$ cat config.mk
export PLATFORM = sky130hd
export DESIGN_NAME = tfc_cordic
export DESIGN_NICKNAME = d
export VERILOG_FILES = /design/src/rtl/triangle_frustum_cull_unit_defines.svh /design/src/rtl/tfc_pkg.sv /design/src/rtl/tfc_cordic.sv
export SDC_FILE = /design/constraint.sdc
export NUM_CORES = 1
export LEC_CHECK = 0
export BUFFER_PORTS_ARGS = -buffer_cell sky130_fd_sc_hd__buf_4
export CAP_MARGIN = 20
export CORE_MARGIN = 1
export CORE_UTILIZATION = 65
export DETAILED_ROUTE_END_ITERATION = 7
export PLACE_DENSITY = 0.83
export RECOVER_POWER = 25
export SLEW_MARGIN = 20
export SYNTH_ARGS = -nofsm -noshare
export SYNTH_HDL_FRONTEND = slang
export SYNTH_SLANG_ARGS = --single-unit
export TNS_END_PERCENT = 30
$ cat constraint.sdc
create_clock -name i_clk -period 13.7 [get_ports i_clk]
set_input_delay 0 -clock i_clk [delete_from_list [all_inputs] [get_ports i_clk]]
set_output_delay 0 -clock i_clk [all_outputs]
set_load 0.02 [all_outputs]
$ cat src/rtl/triangle_frustum_cull_unit_defines.svh
// ----------------------------------------------------------------------------
// triangle_frustum_cull_unit_defines
// Assertion macros used by the top RTL file of the frustum cull unit.
// ----------------------------------------------------------------------------
`ifndef TRIANGLE_FRUSTUM_CULL_UNIT_DEFINES_SVH
`define TRIANGLE_FRUSTUM_CULL_UNIT_DEFINES_SVH

// Same-cycle implication, disabled during reset.
`define TFC_ASSERT_NOW(lbl, ante, cons) \
    lbl: assert property (@(posedge i_clk) disable iff (!i_rst_n) (ante) |-> (cons)) \
        else $error("tfc assertion failed (same cycle)");

// Next-cycle implication, disabled during reset.
`define TFC_ASSERT_NEXT(lbl, ante, cons) \
    lbl: assert property (@(posedge i_clk) disable iff (!i_rst_n) (ante) |=> (cons)) \
        else $error("tfc assertion failed (next cycle)");

`endif

$ cat src/rtl/tfc_pkg.sv
// ----------------------------------------------------------------------------
// tfc_pkg
// Types, register indexes and the arctangent table of the frustum cull unit.
// ----------------------------------------------------------------------------
`default_nettype none

package tfc_pkg;

    localparam int CfgIdxW  = 3;
    localparam int CfgDataW = 32;

    localparam logic [CfgIdxW-1:0] REG_ORIGIN_X  = 3'd0;
    localparam logic [CfgIdxW-1:0] REG_ORIGIN_Y  = 3'd1;
    localparam logic [CfgIdxW-1:0] REG_ORIGIN_Z  = 3'd2;
    localparam logic [CfgIdxW-1:0] REG_YAW       = 3'd3;
    localparam logic [CfgIdxW-1:0] REG_PITCH     = 3'd4;
    localparam logic [CfgIdxW-1:0] REG_TAN_H     = 3'd5;
    localparam logic [CfgIdxW-1:0] REG_TAN_V     = 3'd6;
    localparam logic [CfgIdxW-1:0] REG_KEEP_BND  = 3'd7;

    localparam logic signed [15:0] ONE_Q14 = 16'sd16384;
    localparam logic [23:0]        TAN_RESET = 24'd65536;

    localparam logic signed [35:0] CORDIC_GAIN = 36'sd652032874;
    localparam logic signed [35:0] PI_Q30      = 36'sd3373259426;
    localparam logic signed [35:0] HALF_PI_Q30 = 36'sd1686629713;

    typedef struct packed {
        logic        [15:0] tri_id;
        logic signed [31:0] v0_x;
        logic signed [31:0] v0_y;
        logic signed [31:0] v0_z;
        logic signed [31:0] v1_x;
        logic signed [31:0] v1_y;
        logic signed [31:0] v1_z;
        logic signed [31:0] v2_x;
        logic signed [31:0] v2_y;
        logic signed [31:0] v2_z;
    } t_tri_in;

    typedef struct packed {
        logic [15:0] kept_id;
        logic        on_boundary;
    } t_tri_out;

    typedef struct packed {
        logic signed [31:0] x;
        logic signed [31:0] y;
        logic signed [31:0] z;
    } t_vert;

    typedef struct packed {
        logic signed [15:0] cos_yaw;
        logic signed [15:0] sin_yaw;
        logic signed [15:0] cos_pitch;
        logic signed [15:0] sin_pitch;
    } t_trig;

    typedef struct packed {
        t_vert              origin;
        t_trig              trig;
        logic        [23:0] tan_h;
        logic        [23:0] tan_v;
    } t_view;

    // atan(2^-i) scaled by 2^30, truncated
    function automatic logic signed [35:0] atan_q30(input logic [4:0] i);
        logic signed [35:0] r;
        case (i)
            5'd0:  r = 36'sd843314856;
            5'd1:  r = 36'sd497837829;
            5'd2:  r = 36'sd263043836;
            5'd3:  r = 36'sd133525158;
            5'd4:  r = 36'sd67021686;
            5'd5:  r = 36'sd33543515;
            5'd6:  r = 36'sd16775850;
            5'd7:  r = 36'sd8388437;
            5'd8:  r = 36'sd4194282;
            5'd9:  r = 36'sd2097149;
            5'd10: r = 36'sd1048575;
            5'd11: r = 36'sd524287;
            5'd12: r = 36'sd262143;
            5'd13: r = 36'sd131071;
            5'd14: r = 36'sd65535;
            5'd15: r = 36'sd32767;
            5'd16: r = 36'sd16383;
            5'd17: r = 36'sd8191;
            5'd18: r = 36'sd4095;
            5'd19: r = 36'sd2047;
            5'd20: r = 36'sd1023;
            5'd21: r = 36'sd511;
            5'd22: r = 36'sd255;
            5'd23: r = 36'sd127;
            default: r = 36'sd0;
        endcase
        return r;
    endfunction

endpackage

`default_nettype wire

$ cat src/rtl/tfc_cordic.sv
// ----------------------------------------------------------------------------
// tfc_cordic
// Iterative CORDIC, one rotation per cycle; holds one cosine/sine pair.
// ----------------------------------------------------------------------------
`default_nettype none

module tfc_cordic #(
    parameter int STEPS = 16
) (
    input  wire logic               i_clk,
    input  wire logic               i_rst_n,
    input  wire logic               i_start,
    input  wire logic signed [15:0] i_angle,
    output logic                    o_busy,
    output logic signed [15:0]      o_cos,
    output logic signed [15:0]      o_sin
);
    import tfc_pkg::*;

    localparam int CntW = (STEPS > 1) ? $clog2(STEPS) : 1;
    localparam logic [CntW-1:0] LastCnt = CntW'(STEPS - 1);

    typedef enum logic [1:0] {S_IDLE, S_RUN, S_FIN} t_state;

    t_state                  r_state;
    logic        [CntW-1:0]  r_cnt;
    logic signed [35:0]      r_a, n_a;
    logic signed [33:0]      r_x, r_y, n_x, n_y;
    logic                    r_neg;
    logic signed [15:0]      r_cos, r_sin;
    logic signed [35:0]      a_init;
    logic signed [35:0]      atan_v;
    logic signed [15:0]      q_cos, q_sin;

    function automatic logic signed [15:0] to_q14(input logic signed [33:0] v,
                                                  input logic neg);
        logic signed [34:0] s;
        logic signed [18:0] r;
        logic signed [15:0] c;
        s = 35'(v) + 35'sd32768;
        r = 19'(s >>> 16);
        if (r > 19'sd16384)
            c = ONE_Q14;
        else if (r < -19'sd16384)
            c = -ONE_Q14;
        else
            c = 16'(r);
        return neg ? -c : c;
    endfunction

    assign a_init = $signed({{3{i_angle[15]}}, i_angle, 17'b0});
    assign atan_v = atan_q30(5'(r_cnt));

    always_comb begin
        if (r_a >= 0) begin
            n_x = r_x - (r_y >>> r_cnt);
            n_y = r_y + (r_x >>> r_cnt);
            n_a = r_a - atan_v;
        end else begin
            n_x = r_x + (r_y >>> r_cnt);
            n_y = r_y - (r_x >>> r_cnt);
            n_a = r_a + atan_v;
        end
    end

    assign q_cos = to_q14(r_x, r_neg);
    assign q_sin = to_q14(r_y, r_neg);

    always_ff @(posedge i_clk) begin
        if (!i_rst_n) begin
            r_state <= S_IDLE;
            r_cnt   <= '0;
            r_cos   <= ONE_Q14;
            r_sin   <= '0;
        end else if (i_start) begin
            // fold into the right half plane, negate at the end
            r_state <= S_RUN;
            r_cnt   <= '0;
            r_x     <= 34'(CORDIC_GAIN);
            r_y     <= '0;
            if (a_init > HALF_PI_Q30) begin
                r_a   <= a_init - PI_Q30;
                r_neg <= 1'b1;
            end else if (a_init < -HALF_PI_Q30) begin
                r_a   <= a_init + PI_Q30;
                r_neg <= 1'b1;
            end else begin
                r_a   <= a_init;
                r_neg <= 1'b0;
            end
        end else begin
            case (r_state)
                S_RUN: begin
                    r_x <= n_x;
                    r_y <= n_y;
                    r_a <= n_a;
                    r_cnt <= r_cnt + 1'b1;
                    if (r_cnt == LastCnt)
                        r_state <= S_FIN;
                end
                S_FIN: begin
                    r_cos   <= q_cos;
                    r_sin   <= q_sin;
                    r_state <= S_IDLE;
                end
                default: r_state <= S_IDLE;
            endcase
        end
    end

    assign o_busy = (r_state != S_IDLE);
    assign o_cos  = r_cos;
    assign o_sin  = r_sin;

endmodule

`default_nettype wire

# [Word-level counts from Yosys, hierarchy flattened]
# Memory sizes are Yosys's and may differ from the RTL's. A register that Yosys moved wholly into a read port is not among the register bits.
# Index checks and enable logic that the tools add are counted.
# W data, S select, Z words.
[word_totals] rom_bits=480 regBits=143 in_bits=19 n_memories=1 mem_bits_rw=0 latch_bits=0 elab_cells=67 output_inout_bits=33
[op_classes] shift=2 n_addsub=13 bitwise=3 magnitude_cmp=7 reduce_logical=7 mux=21 eq_ne=4 mul=0 div_mod_pow=0
[mem_list] memory="(name not given)" words=16 width=30 rd=1 rd_ports_with_merged_regs=1 write_ports=0 line="tfc_pkg.sv:69" rtl="case (i)"
[ops] op="$mux W36" count=5
[ops] op="$mux W34" count=4
[ops] op="$mux W16" count=6
[ops] op="$add A34 B17 Y35 const B" count=2
[ops] op="$add A34 B34 Y34" count=2
[ops] op="$sshr A34 B4 Y34" count=2
[ops] op="$sub A34 B34 Y34" count=2
[ops] op="$gt A19 B16 Y1 const B" count=2
[ops] op="$lt A19 B15 Y1 const B" count=2
[ops] op="$add A36 B36 Y36" count=1
[ops] op="$ge A36 B1 Y1 const B" count=1
[ops] op="$sub A36 B36 Y36" count=1
[ops] op="$add A33 B33 Y34 const B" count=1
[ops] op="$sub A33 B33 Y34 const B" count=1
[ops] op="$gt A33 B32 Y1 const B" count=1
[ops] op="$lt A33 B32 Y1 const B" count=1
[ops] op="$neg A16 Y16" count=2
[ops] op="$mux W4" count=2
[ops] op="$reduce_and A2 Y1" count=3
[ops] op="$add A4 B1 Y4 const B" count=1
[ops] op="$eq A4 B4 Y1 const B" count=1
[ops] op="$mux W1" count=4
[ops] op="$reduce_bool A2 Y1" count=2
[ops] op="$ne A3 B3 Y1 const B" count=1
[ops] op="5 further kinds" count=7

# [Depth between registers and ports, before layout]
# Gate-level depths: netlist of run 1.
[logic_depth] word_depth=6 mapped_depth=31 ltp_nobuf=25

# [Least setup slack after synthesis of run 1]
# OpenSTA, ideal clock, no wires.
[synth_timing] kind="flip-flop to flip-flop" startpoint="reg r_cnt[0]" endpoint="reg r_y[32] (data pin)" synth_period_minus_slack_ps=6178 setup_time_ps=260 path_buffers=6 setup_slack_ps=7522 required_ps=13440 stages_incl_launch_ff=30 t_arrival_ps=5918 cell_sequence="dfxtp_1 > buf_4 > buf_4 > buf_2 > buf_2 > buf_2 > buf_2 > mux4_2 > a211oi_1 > a31o_2 > ha_1 > o21ai_0 > a21oi_1 > and2b_1 > nand3_1 > nor2_1 > nand2_1 > o21ai_0 > xnor2_1 > ha_1 > a21o_1 > a21o_1 > a21o_1 > a21o_1 > a32oi_1 > o211ai_1 > a21oi_1 > o21ai_0 > a31oi_1 > mux2_2"
[synth_via] elab_chain_cells=4 word_cells_on_any_way=5 cone_classes="add/sub: 2; shift: 1; mux: 2"
[synth_lines] item="from (decl)" line="tfc_cordic.sv:26" rtl="logic [CntW-1:0] r_cnt;"
[synth_lines] item="from (signal assigned)" line="tfc_cordic.sv:97" rtl="r_cnt <= r_cnt + 1'b1;"
[synth_lines] item="$sshr A34 B4 Y34 (*)" line="tfc_cordic.sv:57, tfc_cordic.sv:61"
[synth_lines] item="$sub A34 B34 Y34 / $add A34 B34 Y34 (equally long branches)" line="tfc_cordic.sv:61, tfc_cordic.sv:57"
[synth_lines] item="$mux W34 (*)" line="tfc_cordic.sv:55" rtl="if (r_a >= 0) begin"
[synth_lines] item="$mux W34 (*)" line="tfc_cordic.sv:92" rtl="case (r_state)"
[synth_lines] item="to (signal assigned)" line="tfc_cordic.sv:95" rtl="r_y <= n_y;"
[synth_lines] item="to (decl)" line="tfc_cordic.sv:28" rtl="logic signed [33:0] r_x, r_y, n_x, n_y;"
# Every way passes the cells marked *; elsewhere a longest branch is shown, timed or not. The select of a mux whose other input is x is not followed.
# A chain may end at the register's enable or synchronous reset.

# [Final worst setup path of run 1]
[layout_timing] startpoint="reg r_cnt[1]" endpoint="reg r_x[32] (data pin)"
[layout_via] elab_chain_cells=4 word_cells_on_any_way=5 cone_classes="add/sub: 2; shift: 1; mux: 2"
[layout_lines] item="$sshr A34 B4 Y34 (*)" line="tfc_cordic.sv:56, tfc_cordic.sv:60"
[layout_lines] item="$add A34 B34 Y34 / $sub A34 B34 Y34 (equally long branches)" line="tfc_cordic.sv:60, tfc_cordic.sv:56"
[layout_lines] item="$mux W34 (*)" line="tfc_cordic.sv:55"
[layout_lines] item="$mux W34 (*)" line="tfc_cordic.sv:92"
[layout_lines] item="to (signal assigned)" line="tfc_cordic.sv:79" rtl="r_x <= 34'(CORDIC_GAIN);"
[layout_lines] item="to (signal assigned)" line="tfc_cordic.sv:94" rtl="r_x <= n_x;"
[layout_lines] item="to (decl)" line="tfc_cordic.sv:28"
# Marked as above.

==> run metrics, run 1 <==
status finished with violations; failing checks max-capacitance violations, max-slew violations; Initial Util between 60% and 70%; die area 0.0312 mm²; average vias per placed instance a little under 7; wl on met1 between 20000 and 25000 µm; Worst Setup End Kind flop; CTS tree yes; IO Pins 52; Tcrit/Tclk final around half; CP Class flop to flop; Yosys cell types 98; clock root cell clkbuf_16; drt total wl 53500 µm; Slew Limit Headroom -143%; RSZ-0062 raised after global routing no; Met2 Routed Length around 26000 µm; Critical Path Source r_cnt[1]; synthesized area per cell 8.42 µm²; clk sinks 172; Fin. Hold Viols 0; Worst R2R Setup Slack approximately 6.7 ns; post-route ant nets 0; antenna violations before repair 0; LEAKAGE 7.92 nW; number of synthesized flops with an enable pin 105; clk slew on worst S/H paths 0.08 ns; antenna cells 0; Worst R2R End r_x[32]; Synth warnings 0; hold wc startpoint i_angle[7]; TritonCTS Buffers 17; pin count of the biggest net entering global routing 94; WHS Path Cells 4; final setup violation count 0; Netlist Area Pre-Place around 0.02 mm²; Routed wire per std cell 19.8 µm; worst r2r path cells 20; reg2reg start r_cnt[1]; first-pass GRT wire length approximately 90000 µm; cts hold-fix bufs 11; DR iter-0 viols 2053; vias in the first global route between 15000 and 20000; Synth Instances between 2000 and 2500; Top FF cell, synth edfxtp_1; Crit path arrival time 7.17 ns; Fillers 2400; TritonRoute pass-1 iters 8; Yosys reg bits 172; row count 63; Final Skew 0.0149 ns; Final HPWL DP approximately 39000 µm; Gates resized, CTS repair 0; Worst Tran Pin Value 3.65 ns; pre-CTS WS roughly 6.8 ns; Max VDD drop 105 µV; ratio of cells with drive above 1 in the final layout under 10%; RD Place Congestion 1.01; Final nets 2439; Hold Crit Class input pin to flop; total gr overflow 0; Worst Hold Endpoint r_a[24]; met3 wire length 5000 µm; pwr/cell area approximately 150 mW/mm²; Clock H-tree levels 4; total negative setup slack 0 ns; CTS max path bufs 2; critical path peak fanout 63; sequential share of the synthesized area 22.7%; max-slew violations 142; uppermost routed layer met4; Total GRT Usage 35.0%; syn nets between 2000 and 2500; Post-CTS Repair Setup Buffers 0; Worst Slack Setup Final 6.73 ns; Die X 177 µm; DRC 0; MaxCap Viol Count 2; CP Data Required Time 13.90 ns; number of port buffers 51; critical path startpoint category flop; Die H roughly 180 µm; area growth from synthesis to layout 4.15%; Post-synth ARST share 0%; vias post-DR about 18000; Max Fclk approximately 140 MHz; Final min period about 7 ns; Clock Latency Late Sink between 0.4 and 0.5 ns; core region area ~0.030 mm²
==> cell usage after synthesis, drive strengths merged (14+ instances only) <==
cell | n | area (µm²)
a211oi | 25 | 193
a21boi | 18 | 135
a21o | 54 | 405
a21oi | 165 | 826
a31oi | 31 | 194
and2 | 32 | 200
and3 | 25 | 156
buf | 56 | 358
clkbuf | 92 | 345
dfxtp | 67 | 1340
edfxtp | 105 | 3150
ha | 120 | 1500
inv | 62 | 233
mux2 | 36 | 409
mux2i | 54 | 541
mux4 | 75 | 1690
nand2 | 243 | 912
nand2b | 36 | 225
nand3 | 54 | 275
nand4 | 17 | 106
nor2 | 201 | 754
nor2b | 22 | 138
nor3 | 42 | 215
o211ai | 14 | 105
o21a | 20 | 150
o21ai | 181 | 910
o21bai | 18 | 135
o31ai | 30 | 230
or2 | 17 | 106
or3 | 20 | 130
xnor2 | 144 | 1260
xor2 | 106 | 928
==> cell families after synthesis <==
family | count (synthesis) | share of synthesized area, %
adders and majority gates | 123 | 7.89
DFF | 172 | 22.7
muxes | 165 | 13.3
AOI/OAI and AO/OA | 667 | 21.7
buffers and inverters | 212 | 4.77
xor gates and xnor gates | 250 | 11.1
and+or+nand+nor | 761 | 18.5
==> registers in the layout, summed over array words and instances, names as in the netlist <==
name / count
r_neg: 1
r_x: 34
r_a: 36
o_cos: 16
o_sin: 16
r_y: 34
r_cnt: 4
atan_v: 29
r_state: 2
==> power breakdown <==
part | internal [mW] | switching, mW | leakage [nW]
Clock | 0.244 | 0.244 | 0.273
Combinational | 0.793 | 0.977 | 6.10
Sequential | 0.670 | 0.217 | 1.55
Total | 1.71 | 1.44 | 7.92
==> routing by layer <==
layer | up-vias | global-route usage (%)
li1 | 8565 | -
met1 | 8613 | 42.9
met2 | 898 | 58.7
met3 | 183 | 7.41
met4 | 0 | 16.2
met5 | - | 0
==> worst max-delay path by stage <==
stage / endpoint / cells past startpoint
final: r_x[32] / 20
after detailed placement: r_x[32] / 20
after floorplan: r_y[32] / 29
after global routing: r_y[33] / 24
after global placement: r_x[32] / 22
after CTS: r_x[32] / 20
==> stage by stage <==
step | instance area [µm²] | power, mW | utilization, % | std cells | hold slack [ns]
finish | 20600 | 3.14 | 69.2 | 2700 | 0.0204
global route | 20600 | 3.36 | 69.2 | 2700 | 0.0473
CTS | 20800 | 3.10 | 69.6 | 2700 | 0.00554
detailed placement | 20100 | 2.60 | 67.4 | 2657 | 0.364
global placement | 20100 | 2.54 | 67.4 | 2657 | 0.354
floorplan | 19800 | 2.21 | - | 2350 | 0.239
==> final cells by class <==
type | instances | area (µm²) | area share, %
clock buffers | 20 | 450 | 2.18
clock inverters | 12 | 105 | 0.510
inverters | 64 | 240 | 1.17
multi-input cells | 1966 | 14400 | 69.6
flip-flops and latches | 172 | 4500 | 21.8
well taps | 390 | 488 | 2.37
repair buffers | 76 | 470 | 2.28
==> cell usage in the layout, fill, tap and decap left out, drive strengths merged, types with 54 or more instances in the layout <==
cell type,count
a21oi,165
mux4,75
dfxtp,67
inv,69
ha,120
a21o,54
nor2,201
o21ai,181
mux2i,54
nand3,54
edfxtp,105
clkbuf,54
xnor2,144
xor2,106
nand2,243
==> worst max-delay path, cell delays in order, from the launching register on <==
cell and delay [ns]:
dfxtp_4 0.80, buf_4 0.78, mux4_2 0.64, a222oi_1 0.37, mux2i_1 0.23, or3_4 0.46
inv_1 0.08, nand2_1 0.09, o31ai_1 0.31, xor2_1 0.19, ha_1 0.33, a21o_1 0.21
a21o_1 0.17, a221o_1 0.30, o21ai_0 0.28, a31oi_1 0.24, a41oi_1 0.44, o21bai_1 0.19
a221oi_1 0.31, xor2_1 0.18, nor2_1 0.06
No activity file was read; power rests on OpenSTA's default activity.
==> inputs of run 2 (changes only) <==
--- a/config.mk
+++ b/config.mk
@@ -5,6 +5,7 @@
 export SDC_FILE = /design/constraint.sdc
 export NUM_CORES = 1
 export LEC_CHECK = 0
+export ABC_AREA = 1
 export BUFFER_PORTS_ARGS = -buffer_cell sky130_fd_sc_hd__buf_4
 export CAP_MARGIN = 20
 export CORE_MARGIN = 1
==> constraint.sdc (replaced) <==
create_clock -name i_clk -period 6.85 [get_ports i_clk]
set_input_delay 0 -clock i_clk [delete_from_list [all_inputs] [get_ports i_clk]]
set_output_delay 0 -clock i_clk [all_outputs]
set_load 0.02 [all_outputs]
==> run 2 against run 1 <==
Compared with the run above:
- the run still ends with max-capacitance violations, max-slew violations left
- sequential share of layout area is 0.36 points lower
- first-iteration DRC count is 30% higher
- clock skew shrank 0.00091 ns
- largest power group unchanged
==> run metrics, run 2 <==
Fin. Hold Viols 0; Yosys reg bits 172; CP Class flop to flop; vias in the first global route 20100; TritonRoute pass-1 iters 6; area growth from synthesis to layout 5.11%; Finished Core Util 70.1%; Synth Instances 3190; Total Power 7.52 mW; Post-synth top cells nand2_1 (861), nor2_1 (350), inv_1 (320); total gr overflow 0; Final min period 6.00 ns; Clock H-tree levels 4; Final nets roughly 3300; Post-CTS Repair Setup Buffers 0; antenna cells 0; most common cell after layout, fill and taps aside nand2_1; clock root cell clkbuf_16; Yosys cell types 58; Initial Util about two thirds; Post-synth ARST share 0%; CP Data Required Time 7.08 ns; Synth area leaders nand2_1 (16%), edfxtp_1 (16%), ha_1 (7.5%); clk slew on worst S/H paths approximately 0.080 ns; Tcrit/Tclk final 87.6%; Synth top area share between 15 and 20%; hold wc startpoint i_angle[0]; most frequent cells in the layout nand2_1 (861), nor2_1 (350), inv_1 (322); worst r2r path cells 24; Top Registers r_a x36, r_x x34, r_y x34; Die X about 180 µm; Crit-path slowest cell buf_4; DRC 0; pwr/cell area 359 mW/mm²; pin count of the biggest net entering global routing 75; Total GRT Usage about two fifths; number of port buffers 51; critical path peak fanout 74; WHS Path Cells 4; Final HPWL DP 48300 µm; Gates resized, CTS repair 0; IO Pins 52; TritonCTS Buffers 17; reg2reg start r_cnt[0]; core region area ~0.030 mm²; most common cell in the synthesized netlist nand2_1; Worst Tran Pin Value roughly 2.7 ns; MaxCap Viol Count 3; average vias per placed instance about 6.1; CTS tree yes; Worst R2R Setup Slack 0.85 ns; syn nets 3332; vias post-DR 22100; Worst Hold Endpoint r_a[17]; crit path buf inv count 2; total negative setup slack 0 ns; CTS max path bufs 2; Max VDD drop between 200 and 250 µV; Clock Latency Late Sink 0.47 ns; Top FF cell, synth edfxtp_1; Hold Crit Class input pin to flop; post-route ant nets 0; Biggest register r_a; antenna violations before repair 0; max-slew violations 106; Crit path arrival time 6.23 ns; failing checks max-capacitance violations, max-slew violations; Final Skew roughly 0.014 ns; Worst Setup End Kind flop; drt total wl 62800 µm; synthesized area per cell 6.24 µm²; Worst R2R End r_x[33]; first-pass GRT wire length 101000 µm; Netlist Area Pre-Place 0.0199 mm²; Synth warnings 0; worst-path cell chain buf_4, o21ai_0, o21ai_1, mux2i_1, o22ai_1, nand2_1, nor2_2, nand2_1, nor2_2, nand3_1, nand2_1, o21ai_1, xor2_1, ha_1, nand2_1, nor2_1, inv_1, nor2_1, nand3_1, o211ai_1, a31oi_1, o21a_1, a21oi_1, nor2_1; Crit path largest cell delay 0.58 ns; row count 63; Slew Limit Headroom -78.9%; RSZ-0062 raised after global routing no; Max Fclk 167 MHz; number of synthesized flops with an enable pin 105; die area 0.0313 mm²; final setup violation count 0; DR iter-0 viols 2666; Die H around 180 µm; max reg flops 36; hold_ws 0.0372 ns; leading area contributor after synthesis nand2_1; ratio of cells with drive above 1 in the final layout 5.28%; crit-path most repeated cell nand2_1; Routed wire per std cell 17.5 µm; Worst Slack Setup Final 0.849 ns; sequential share of the synthesized area ~23%; critical path startpoint category flop; status finished with violations; LEAKAGE about 9.7 nW; CP delay by family, top compound AO/OA/AOI/OAI gates; RD Place Congestion 1.04; pre-CTS WS around 1.2 ns; clk sinks roughly 170
[run 2: changes by cell type in the layout (fill, tap and decap cells not counted), sizes merged, moves of 97 or more]
cell / previous run / this run
inv: 69 / 341
nand2: 243 / 885
nand3: 54 / 185
nor2: 201 / 377
o21ai: 181 / 363
xnor2: 144 / 47
[run 2: how the worst max path moves through the flow]
stage / start / depth (start not counted) / to
2_1_floorplan: r_state[0] / 4 / r_a[0]
3_3_place_gp: r_cnt[0] / 24 / r_x[33]
3_5_place_dp: r_cnt[0] / 24 / r_x[33]
4_1_cts: r_cnt[0] / 24 / r_x[33]
5_1_grt: r_cnt[0] / 26 / r_y[29]
6_report: r_cnt[0] / 24 / r_x[33]
[run 2: area by class of cell]
type / instances / area (µm²)
Clock buffer: 19 / 454
Clock inverter: 13 / 119
Fill cell: 2704 / 8940
Inverter: 334 / 1250
Multi-Input combinational cell: 2583 / 13600
Sequential cell: 172 / 4500
Tap cell: 390 / 488
Timing Repair Buffer: 79 / 482
[run 2: per-layer routing]
metal	global-route usage, %	vias up	wire [µm]
li1	-	10700	-
met1	54.1	9931	26600
met2	62.4	1282	27200
met3	8.01	186	6610
met4	16.4	0	2390
met5	0	-	0
[run 2: power by group]
| part | internal [mW] | total [mW] | switching (mW) |
|---|---|---|---|
| logic | 1.61 | 4.85 | 3.24 |
| clock network | 0.502 | 1.00 | 0.498 |
| registers | 1.38 | 1.67 | 0.288 |
[run 2: worst min-delay path: stages]
cell and delay, ns:
buf_4 0.11, inv_1 0.09, o21ai_0 0.11, o21ai_0 0.08
[run 2: through the flow]
stage | instances | area (µm²)
global route | 3590 | 20900
CTS | 3590 | 21100
floorplan | 3190 | 19900
finish | 3590 | 20900
global placement | 3546 | 20400
detailed placement | 3546 | 20400
[run 2: cells by family after synthesis]
| kind of cell | synth area share, % |
|---|---|
| adder cells (fa/ha/maj) | 7.84 |
| flip-flops | 22.6 |
| XOR/XNOR | 5.14 |
| multiplexers | 2.07 |
| AND/OR/NAND/NOR | 33.4 |
| buffers and inverters | 8.95 |
| AO/OA/AOI/OAI | 20.0 |
[run 2: what timing repair did]
item                                    CTS  global route
hold endpoints to repair                 27             0
hold buffers                             12             0
endpoints found under the setup margin    0             0
